$ cat config.mk
export PLATFORM = sky130hd
export DESIGN_NAME = stillness_detector_accumulator_top
export DESIGN_NICKNAME = d
export VERILOG_FILES = /design/src/design/sda_pkg.sv /design/src/design/sda_axis.sv /design/src/design/sda_stage.sv /design/src/design/stillness_detector_accumulator_top.sv
export SDC_FILE = /design/constraint.sdc
export NUM_CORES = 2
export LEC_CHECK = 0
export BUFFER_PORTS_ARGS = -buffer_cell sky130_fd_sc_hd__buf_4
export CAP_MARGIN = 20
export CORE_UTILIZATION = 40
export DETAILED_ROUTE_END_ITERATION = 7
export PLACE_DENSITY = 0.67
export RECOVER_POWER = 50
export SLEW_MARGIN = 20
export SYNTH_ARGS = -nofsm -noshare
export SYNTH_HDL_FRONTEND = slang
export SYNTH_SLANG_ARGS = --single-unit
$ cat constraint.sdc
create_clock -name clk -period 23.5 [get_ports clk]
set_input_delay 0 -clock clk [delete_from_list [all_inputs] [get_ports clk]]
set_output_delay 0 -clock clk [all_outputs]
set_load 0.02 [all_outputs]
$ cat src/design/sda_pkg.sv
// Shared types and constants for the stillness detector and accumulator.
package sda_pkg;

  localparam int AXES           = 3;
  localparam int NUM_AXIS_PORTS = 3;
  localparam int SAMPLE_BITS    = 24;
  localparam int SUM_BITS       = 40;
  localparam int COUNT_BITS     = 15;
  localparam int TOL_BITS       = 16;
  localparam int CFG_IDX_BITS   = 1;
  localparam int CFG_DATA_BITS  = 16;
  localparam int DIFF_BITS      = (SAMPLE_BITS + 2 > TOL_BITS + 1) ? SAMPLE_BITS + 2
                                                                    : TOL_BITS + 1;

  localparam logic [COUNT_BITS-1:0] COUNT_LIMIT        = COUNT_BITS'(32000);
  localparam logic [COUNT_BITS-1:0] COUNT_NEEDED_RESET = COUNT_BITS'(8);

  typedef enum logic [1:0] {
    STAGE_NOT_STILL = 2'd0,
    STAGE_SETTLING  = 2'd1,
    STAGE_STILL     = 2'd2
  } stage_t;

  typedef enum logic [CFG_IDX_BITS-1:0] {
    CFG_TOLERANCE    = 1'b0,
    CFG_COUNT_NEEDED = 1'b1
  } cfg_idx_t;

  // Per-axis update control, built in the top level from the update strobe and the stage logic.
  typedef struct packed {
    logic upd;
    logic moved;
    logic acc;
    logic halve;
  } axis_ctl_t;

  // Stage logic results for the current item.
  typedef struct packed {
    stage_t                stage;
    logic [COUNT_BITS-1:0] count;
    logic                  acc;
    logic                  halve;
  } stage_info_t;

endpackage

$ cat src/design/sda_axis.sv
// One axis: min/max tracking, tolerance check and running sum.
module sda_axis (
  input  logic                                 clk,
  input  logic                                 rst_n,
  input  sda_pkg::axis_ctl_t                   ctl,
  input  logic signed [sda_pkg::SAMPLE_BITS-1:0] sample,
  input  logic [sda_pkg::TOL_BITS-1:0]         tolerance,
  output logic                                 exceed,
  output logic signed [sda_pkg::SUM_BITS-1:0]  sum_nxt
);

  logic signed [sda_pkg::SAMPLE_BITS-1:0] min_r, min_nxt;
  logic signed [sda_pkg::SAMPLE_BITS-1:0] max_r, max_nxt;
  logic signed [sda_pkg::SUM_BITS-1:0]    sum_r, sum_acc;
  logic signed [sda_pkg::DIFF_BITS-1:0]   d_ext, min_ext, max_ext, tol_ext;
  logic signed [sda_pkg::DIFF_BITS-1:0]   spread_lo, spread_hi;
  logic                                   lo_new, hi_new;

  always_comb begin
    d_ext     = sda_pkg::DIFF_BITS'(sample);
    min_ext   = sda_pkg::DIFF_BITS'(min_r);
    max_ext   = sda_pkg::DIFF_BITS'(max_r);
    tol_ext   = sda_pkg::DIFF_BITS'(tolerance);
    lo_new    = min_r > sample;
    hi_new    = max_r < sample;
    spread_lo = max_ext - d_ext;
    spread_hi = d_ext - min_ext;
    exceed    = (lo_new && (spread_lo > tol_ext)) ||
                (!lo_new && hi_new && (spread_hi > tol_ext));
  end

  always_comb begin
    sum_acc = ctl.acc ? sum_r + sda_pkg::SUM_BITS'(sample) : sum_r;
    min_nxt = min_r;
    max_nxt = max_r;
    sum_nxt = sum_r;
    if (ctl.upd) begin
      if (ctl.moved) begin
        // restart the window at this sample
        min_nxt = sample;
        max_nxt = sample;
        sum_nxt = '0;
      end else begin
        if (lo_new) min_nxt = sample;
        if (hi_new) max_nxt = sample;
        sum_nxt = ctl.halve ? (sum_acc >>> 1) : sum_acc;
      end
    end
  end

  always_ff @(posedge clk) begin
    if (!rst_n) begin
      min_r <= '0;
      max_r <= '0;
      sum_r <= '0;
    end else begin
      min_r <= min_nxt;
      max_r <= max_nxt;
      sum_r <= sum_nxt;
    end
  end

endmodule

$ cat src/design/sda_stage.sv
// Stage sequencing and sample count.
module sda_stage (
  input  logic                             clk,
  input  logic                             rst_n,
  input  logic                             upd,
  input  logic                             moved,
  input  logic [sda_pkg::COUNT_BITS-1:0]   count_needed,
  output sda_pkg::stage_info_t             info
);

  sda_pkg::stage_t                 stage_r, stage_nxt, stage_adv;
  logic [sda_pkg::COUNT_BITS-1:0]  count_r, count_nxt, count_adv, count_inc, count_fin;
  logic                            halve;

  always_comb begin
    stage_adv = stage_r;
    count_adv = count_r;
    if (stage_r != sda_pkg::STAGE_STILL && count_r >= count_needed) begin
      unique case (stage_r)
        sda_pkg::STAGE_NOT_STILL: begin
          stage_adv = sda_pkg::STAGE_SETTLING;
          count_adv = '0;
        end
        sda_pkg::STAGE_SETTLING: stage_adv = sda_pkg::STAGE_STILL;
        default:                 stage_adv = stage_r;
      endcase
    end
    count_inc = count_adv + sda_pkg::COUNT_BITS'(1);
    halve     = count_inc > sda_pkg::COUNT_LIMIT;
    count_fin = halve ? (count_inc >> 1) : count_inc;

    stage_nxt = stage_r;
    count_nxt = count_r;
    if (upd) begin
      if (moved) begin
        stage_nxt = sda_pkg::STAGE_NOT_STILL;
        count_nxt = '0;
      end else begin
        stage_nxt = stage_adv;
        count_nxt = count_fin;
      end
    end

    info.stage = stage_nxt;
    info.count = count_nxt;
    info.acc   = stage_adv != sda_pkg::STAGE_NOT_STILL;
    info.halve = halve;
  end

  always_ff @(posedge clk) begin
    if (!rst_n) begin
      stage_r <= sda_pkg::STAGE_NOT_STILL;
      count_r <= '0;
    end else begin
      stage_r <= stage_nxt;
      count_r <= count_nxt;
    end
  end

endmodule

$ cat src/design/stillness_detector_accumulator_top.sv
// Stillness detector and accumulator top level: input register, update logic, result register.
// The input transaction loads the input register; the result register loads on advance and raises out_valid.
// Throughput: 1 sample per cycle while results are taken; the per-axis compare/add and stage update are combinational.
// The input register can take one sample while a finished result waits for out_ready, then stalls.
// Reset (rst_n low, synchronous): both registers empty, stage not still, count, min, max and
// sums zero, tolerance 0, count_needed 8.
module stillness_detector_accumulator_top (
  input  logic                                      clk,
  input  logic                                      rst_n,
  input  logic                                      cfg_valid,
  output logic                                      cfg_ready,
  input  logic [sda_pkg::CFG_IDX_BITS-1:0]          cfg_index,
  input  logic [sda_pkg::CFG_DATA_BITS-1:0]         cfg_data,
  input  logic                                      in_valid,
  output logic                                      in_ready,
  input  logic signed [sda_pkg::SAMPLE_BITS-1:0]    in_sample_x,
  input  logic signed [sda_pkg::SAMPLE_BITS-1:0]    in_sample_y,
  input  logic signed [sda_pkg::SAMPLE_BITS-1:0]    in_sample_z,
  input  logic                                      in_saturated,
  output logic                                      out_valid,
  input  logic                                      out_ready,
  output logic [1:0]                                out_still_stage,
  output logic                                      out_moved,
  output logic [sda_pkg::COUNT_BITS-1:0]            out_sample_count,
  output logic signed [sda_pkg::SUM_BITS-1:0]       out_sum_x,
  output logic signed [sda_pkg::SUM_BITS-1:0]       out_sum_y,
  output logic signed [sda_pkg::SUM_BITS-1:0]       out_sum_z
);

  logic [sda_pkg::TOL_BITS-1:0]   tolerance_r;
  logic [sda_pkg::COUNT_BITS-1:0] count_needed_r;

  logic                                   ir_valid_r;
  logic signed [sda_pkg::SAMPLE_BITS-1:0] samp_r [sda_pkg::NUM_AXIS_PORTS];
  logic                                   sat_r;
  logic                                   advance, upd, moved;

  logic [sda_pkg::NUM_AXIS_PORTS-1:0]     exceed;
  logic signed [sda_pkg::SUM_BITS-1:0]    sum_nxt [sda_pkg::NUM_AXIS_PORTS];
  sda_pkg::axis_ctl_t                     axis_ctl;
  sda_pkg::stage_info_t                   info;

  logic                                   out_valid_r;
  logic [1:0]                             still_stage_r;
  logic                                   moved_r;
  logic [sda_pkg::COUNT_BITS-1:0]         count_r;
  logic signed [sda_pkg::SUM_BITS-1:0]    sum_r [sda_pkg::NUM_AXIS_PORTS];

  assign cfg_ready = 1'b1;

  always_ff @(posedge clk) begin
    if (!rst_n) begin
      tolerance_r    <= '0;
      count_needed_r <= sda_pkg::COUNT_NEEDED_RESET;
    end else if (cfg_valid) begin
      unique case (sda_pkg::cfg_idx_t'(cfg_index))
        sda_pkg::CFG_TOLERANCE:    tolerance_r    <= cfg_data[sda_pkg::TOL_BITS-1:0];
        sda_pkg::CFG_COUNT_NEEDED: count_needed_r <= cfg_data[sda_pkg::COUNT_BITS-1:0];
      endcase
    end
  end

  assign advance  = ir_valid_r && (!out_valid_r || out_ready);
  assign in_ready = !ir_valid_r || advance;
  assign upd      = advance && !sat_r;
  assign moved    = !sat_r && (|exceed);

  always_ff @(posedge clk) begin
    if (!rst_n) begin
      ir_valid_r <= 1'b0;
    end else if (in_ready) begin
      ir_valid_r <= in_valid;
    end
  end

  always_ff @(posedge clk) begin
    if (in_valid && in_ready) begin
      samp_r[0] <= in_sample_x;
      samp_r[1] <= in_sample_y;
      samp_r[2] <= in_sample_z;
      sat_r     <= in_saturated;
    end
  end

  always_comb begin
    axis_ctl.upd   = upd;
    axis_ctl.moved = moved;
    axis_ctl.acc   = info.acc;
    axis_ctl.halve = info.halve;
  end

  for (genvar i = 0; i < sda_pkg::NUM_AXIS_PORTS; i++) begin : g_axis
    if (i < sda_pkg::AXES) begin : g_used
      sda_axis u_axis (
        .clk       (clk),
        .rst_n     (rst_n),
        .ctl       (axis_ctl),
        .sample    (samp_r[i]),
        .tolerance (tolerance_r),
        .exceed    (exceed[i]),
        .sum_nxt   (sum_nxt[i])
      );
    end else begin : g_unused
      assign exceed[i]  = 1'b0;
      assign sum_nxt[i] = '0;
    end
  end

  sda_stage u_stage (
    .clk          (clk),
    .rst_n        (rst_n),
    .upd          (upd),
    .moved        (moved),
    .count_needed (count_needed_r),
    .info         (info)
  );

  always_ff @(posedge clk) begin
    if (!rst_n) begin
      out_valid_r <= 1'b0;
    end else if (advance) begin
      out_valid_r <= 1'b1;
    end else if (out_ready) begin
      out_valid_r <= 1'b0;
    end
  end

  // hold the result until taken; latch a new one on each advance
  always_ff @(posedge clk) begin
    if (advance) begin
      still_stage_r <= info.stage;
      moved_r       <= moved;
      count_r       <= info.count;
      sum_r[0]      <= sum_nxt[0];
      sum_r[1]      <= sum_nxt[1];
      sum_r[2]      <= sum_nxt[2];
    end
  end

  assign out_valid        = out_valid_r;
  assign out_still_stage  = still_stage_r;
  assign out_moved        = moved_r;
  assign out_sample_count = count_r;
  assign out_sum_x        = sum_r[0];
  assign out_sum_y        = sum_r[1];
  assign out_sum_z        = sum_r[2];

endmodule

==> impl_metrics.xml <==
<?xml version="1.0" encoding="UTF-8"?>
<metrics>
  <group name="logic_synthesis">
    <metric name="yosys_register_bits" unit="">525</metric>
    <metric name="synth_warn" unit="">0</metric>
    <metric name="synth.distinct_cells" unit="">95</metric>
    <metric name="synth_seq_area_share" unit="%">32.3</metric>
    <metric name="async_flop_share" unit="%">0</metric>
    <metric name="post-synth-top-area-fraction" unit="%">16.2</metric>
    <metric name="number_of_enable_flip_flop_cells_after_synthesis" unit="">211</metric>
    <metric name="synthesis.nets" unit="">5010</metric>
    <metric name="mappedNetlistArea" unit="um2">39000</metric>
    <metric name="synthesis.area_per_instance" unit="um2">8.62</metric>
    <metric name="yosys.area.top_type" unit="">sky130_fd_sc_hd__edfxtp_1</metric>
    <metric name="synth_ff_type" unit="">sky130_fd_sc_hd__dfxtp_1</metric>
    <metric name="synth_cells" unit="">4528</metric>
    <metric name="post_synth_main_area_contributors" unit="">sky130_fd_sc_hd__edfxtp_1 (16%), sky130_fd_sc_hd__dfxtp_1 (16%), sky130_fd_sc_hd__ha_1 (12%), sky130_fd_sc_hd__nand2_1 (6.3%), sky130_fd_sc_hd__mux2i_1 (5.0%)</metric>
  </group>
  <group name="sta">
    <metric name="grt_setup_unrepaired" unit="">no</metric>
    <metric name="hold_slack" unit="ns">0.0951</metric>
    <metric name="worst_slew_margin_rel" unit="%">-496</metric>
    <metric name="final-max-slew-violation-count" unit="">357</metric>
    <metric name="totalNegativeSetupSlack" unit="ns">0</metric>
    <metric name="fin_crit" unit="ns">9.51</metric>
    <metric name="max_slew.worst_pin.slew" unit="ns">8.94</metric>
    <metric name="max_freq" unit="MHz">105</metric>
    <metric name="crit_share_post_route" unit="%">40.5</metric>
    <metric name="skew" unit="ns">0.0234</metric>
    <metric name="final_setup_violations" unit="">0</metric>
    <metric name="finalHoldViolCount" unit="">0</metric>
  </group>
  <group name="place">
    <metric name="place.detailed.hpwl" unit="um">85500</metric>
    <metric name="gp_congestion" unit="">0.939</metric>
    <metric name="place.port_buffers" unit="">234</metric>
  </group>
  <group name="layout">
    <metric name="syn2layout_area_growth" unit="%">13.3</metric>
    <metric name="mostFrequentLayoutCell" unit="">sky130_fd_sc_hd__nand2_1</metric>
    <metric name="seqCellArea" unit="um2">12600</metric>
    <metric name="final.fill_count" unit="">9469</metric>
    <metric name="final_util" unit="%">45.7</metric>
    <metric name="number_of_diodes_added_for_antenna_fixing" unit="">0</metric>
    <metric name="layout.cells.most_common_list" unit="">sky130_fd_sc_hd__nand2_1 (659), sky130_fd_sc_hd__ha_1 (378), sky130_fd_sc_hd__a21oi_1 (368), sky130_fd_sc_hd__dfxtp_1 (314), sky130_fd_sc_hd__nor2_1 (280)</metric>
    <metric name="final_nets" unit="">5224</metric>
    <metric name="share_of_post_route_cells_with_drive_strength_above_1" unit="%">8.03</metric>
    <metric name="multiInputGateArea" unit="um2">24500</metric>
  </group>
  <group name="grt">
    <metric name="grt_start_max_net_pins" unit="">182</metric>
    <metric name="grt_pass1_vias" unit="">31800</metric>
    <metric name="grt_antenna_before_repair" unit="">2</metric>
    <metric name="track_usage" unit="%">23.3</metric>
    <metric name="grt_pass1_wl" unit="um">182000</metric>
    <metric name="grt_overflow" unit="">0</metric>
  </group>
  <group name="critical_path">
    <metric name="worstPathRequired" unit="ns">24.06</metric>
    <metric name="critical-path-slowest-cell" unit="">sky130_fd_sc_hd__clkbuf_1</metric>
    <metric name="crit_path_max_incr_delay" unit="ns">6.19</metric>
    <metric name="worstPathBufferInverterCount" unit="">2</metric>
    <metric name="end_kind" unit="">register</metric>
    <metric name="list_of_cells_traversed_by_the_critical_path" unit="">nor2b_1 &gt; nor2b_4 &gt; clkbuf_1 &gt; and2_2 &gt; buf_4 &gt; o21a_2 &gt; mux2i_1</metric>
    <metric name="worstPathMaxFanout" unit="">139</metric>
    <metric name="cp_data_arrival_time" unit="ns">10.08</metric>
    <metric name="crit_path_start_kind" unit="">register</metric>
    <metric name="timing_worst_setup_path_type" unit="">register to register</metric>
    <metric name="crit_family" unit="">buffers and inverters</metric>
  </group>
  <group name="detailed_routing">
    <metric name="drt-met1-wl" unit="um">55900</metric>
    <metric name="detailroute.wirelength.met2" unit="um">52500</metric>
    <metric name="number_of_violations_reported_at_the_end_of_detailed_routing_iteration_0" unit="">2464</metric>
    <metric name="routed.top_layer" unit="">met4</metric>
    <metric name="drt.antenna.violating_nets" unit="">0</metric>
    <metric name="residual_drc_count" unit="">0</metric>
    <metric name="vias_per_cell" unit="">5.62</metric>
    <metric name="wl" unit="um">118000</metric>
    <metric name="met3WireLength" unit="um">6060</metric>
    <metric name="detailedRoute.firstPassIterationCount" unit="">6</metric>
    <metric name="route.detailed.wl_per_inst" unit="um">19.4</metric>
    <metric name="via_count" unit="">34100</metric>
  </group>
  <group name="clocking">
    <metric name="h_tree_depth_reported_by_cts" unit="">2</metric>
    <metric name="cts_repair_resize_count" unit="">0</metric>
    <metric name="post-cts-setup-buffers" unit="">0</metric>
    <metric name="ctsLongestPathBuffers" unit="">3</metric>
    <metric name="clock_tree.root_cell" unit="">sky130_fd_sc_hd__clkbuf_16</metric>
    <metric name="clk_pin_slew" unit="ns">0.06</metric>
    <metric name="clkLatencyLatePin" unit="ns">0.65</metric>
    <metric name="cts_tree" unit="">built</metric>
    <metric name="cts_buffers" unit="">59</metric>
    <metric name="tritoncts_num_sinks" unit="">525</metric>
  </group>
  <group name="run_status">
    <metric name="violations" unit="">capacitance limit, slew limit</metric>
    <metric name="outcome" unit="">finished, violations left</metric>
  </group>
  <group name="power_and_ir_drop">
    <metric name="p_leak" unit="uW">0.0177</metric>
    <metric name="seqPwrFrac" unit="%">40.7</metric>
    <metric name="share_comb_of_total_power" unit="%">20.0</metric>
    <metric name="design_power_total" unit="uW">2480</metric>
    <metric name="p_per_area" unit="nW/um2">56.2</metric>
    <metric name="clkPwrFrac" unit="%">39.3</metric>
    <metric name="power.switching" unit="uW">749</metric>
    <metric name="power_report.internal_total" unit="uW">1740</metric>
    <metric name="sw_frac_of_total" unit="%">30.1</metric>
    <metric name="vdd_drop_max" unit="mV">0.0515</metric>
  </group>
  <group name="die">
    <metric name="initial_utilization" unit="%">40.3</metric>
    <metric name="boundaryPins" unit="">236</metric>
    <metric name="die_x" unit="um">314</metric>
    <metric name="floorplan.rows" unit="">114</metric>
    <metric name="design.die.area" unit="um2">98800</metric>
    <metric name="floorplan.die.height" unit="um">314</metric>
    <metric name="core_area" unit="um2">96700</metric>
  </group>
  <group name="job">
    <metric name="maxCapViolCount" unit="">5</metric>
  </group>
  <group name="hold_path">
    <metric name="hp_class" unit="">input pin to register</metric>
  </group>
</metrics>
cells by family (layout without fill, tap and decap cells):
group / Yosys count / after routing / share of synthesized area [%]
AND/OR/NAND/NOR: 1426 / 1426 / 16.7
AO/OA/AOI/OAI: 1256 / 1256 / 21.8
flip-flops: 525 / 525 / 32.3
buffers and inverters: 460 / 725 / 4.93
adder cells (fa/ha/maj): 387 / 387 / 12.6
multiplexers: 261 / 261 / 6.90
XOR/XNOR: 212 / 212 / 4.76
other: 1 / 1 / 0.00961
power by group through the flow:
stage | Clock (uW) | Combinational, uW | Sequential [uW]
floorplan | 0 | 347 | 1030
global placement | 0 | 479 | 1030
detailed placement | 0 | 485 | 1030
CTS | 995 | 502 | 1010
global route | 1030 | 549 | 1010
finish | 976 | 497 | 1010
metal layers:
layer,vias up,track usage [%]
li1,16800,-
met2,900,37.0
met1,16200,32.8
met4,0,7.12
met3,161,2.75
met5,-,0
cells in the mapped netlist (all sizes together) (38+ instances only):
library cell and n:
nor2 281, a31oi 47, and2 115, clkbuf 149
nand2b 38, o21ai 243, xor2 87, o211ai 42
mux2 65, mux2i 196, o31ai 91, edfxtp 211
nand4 51, a22o 38, a21o 103, ha 378
dfxtp 314, o21a 58, nor3 62, inv 249
nor2b 43, nand3 68, a21oi 374, xnor2 125
nand2 660, a211oi 63, buf 62
through the flow:
| stage | setup WS, ns | cell area, um2 | cells |
|---|---|---|---|
| after floorplan | 14.62 | 39000 | 4528 |
| after global placement | 16.71 | 41700 | 5855 |
| after detailed placement | 16.53 | 41700 | 5856 |
| after CTS | 16.51 | 44800 | 6069 |
| after global routing | 13.39 | 44200 | 6069 |
| final | 13.99 | 44200 | 6069 |
flip-flops by register name, summed over array words and instances (netlist names), 15 cells and up:
name / flops
count_needed_r: 15
g_axis.g_used.u_axis.max_r: 72
g_axis.g_used.u_axis.min_r: 72
g_axis.g_used.u_axis.sum_r: 120
out_sample_count: 15
samp_r: 72
sum_r: 120
tolerance_r: 16
u_stage.count_r: 15
timing repair:
item,CTS,global route
hold buffers,101,0
hold endpoints to repair,209,0
setup endpoints to repair,0,0
area by class of cell:
cell class	count	share of cell area (%)
Clock inverter	25	0.552
Clock buffer	87	4.07
Multi-Input combinational cell	3543	55.5
Tap cell	1276	3.61
Inverter	249	2.12
Sequential cell	525	28.6
Timing Repair Buffer	364	5.55
path summary, 6_finish.rpt:
path | startpoint | cells after the start | slack (ns) | end
setup / recovery | out_valid$_SDFFE_PN0P_ | 7 | 13.99 | g_axis[0].g_used.u_axis.min_r[10]$_SDFFE_PN0P_
hold / removal | in_sample_x[3] | 2 | 0.1 | samp_r[0][3]$_DFFE_PP_
setup reg to reg | out_valid$_SDFFE_PN0P_ | 7 | 13.99 | g_axis[0].g_used.u_axis.min_r[10]$_SDFFE_PN0P_
hold reg to reg | g_axis[2].g_used.u_axis.min_r[12]$_SDFFE_PN0P_ | 2 | 0.46 | g_axis[2].g_used.u_axis.min_r[12]$_SDFFE_PN0P_
Note: power is estimated with default switching activity, not from simulation.
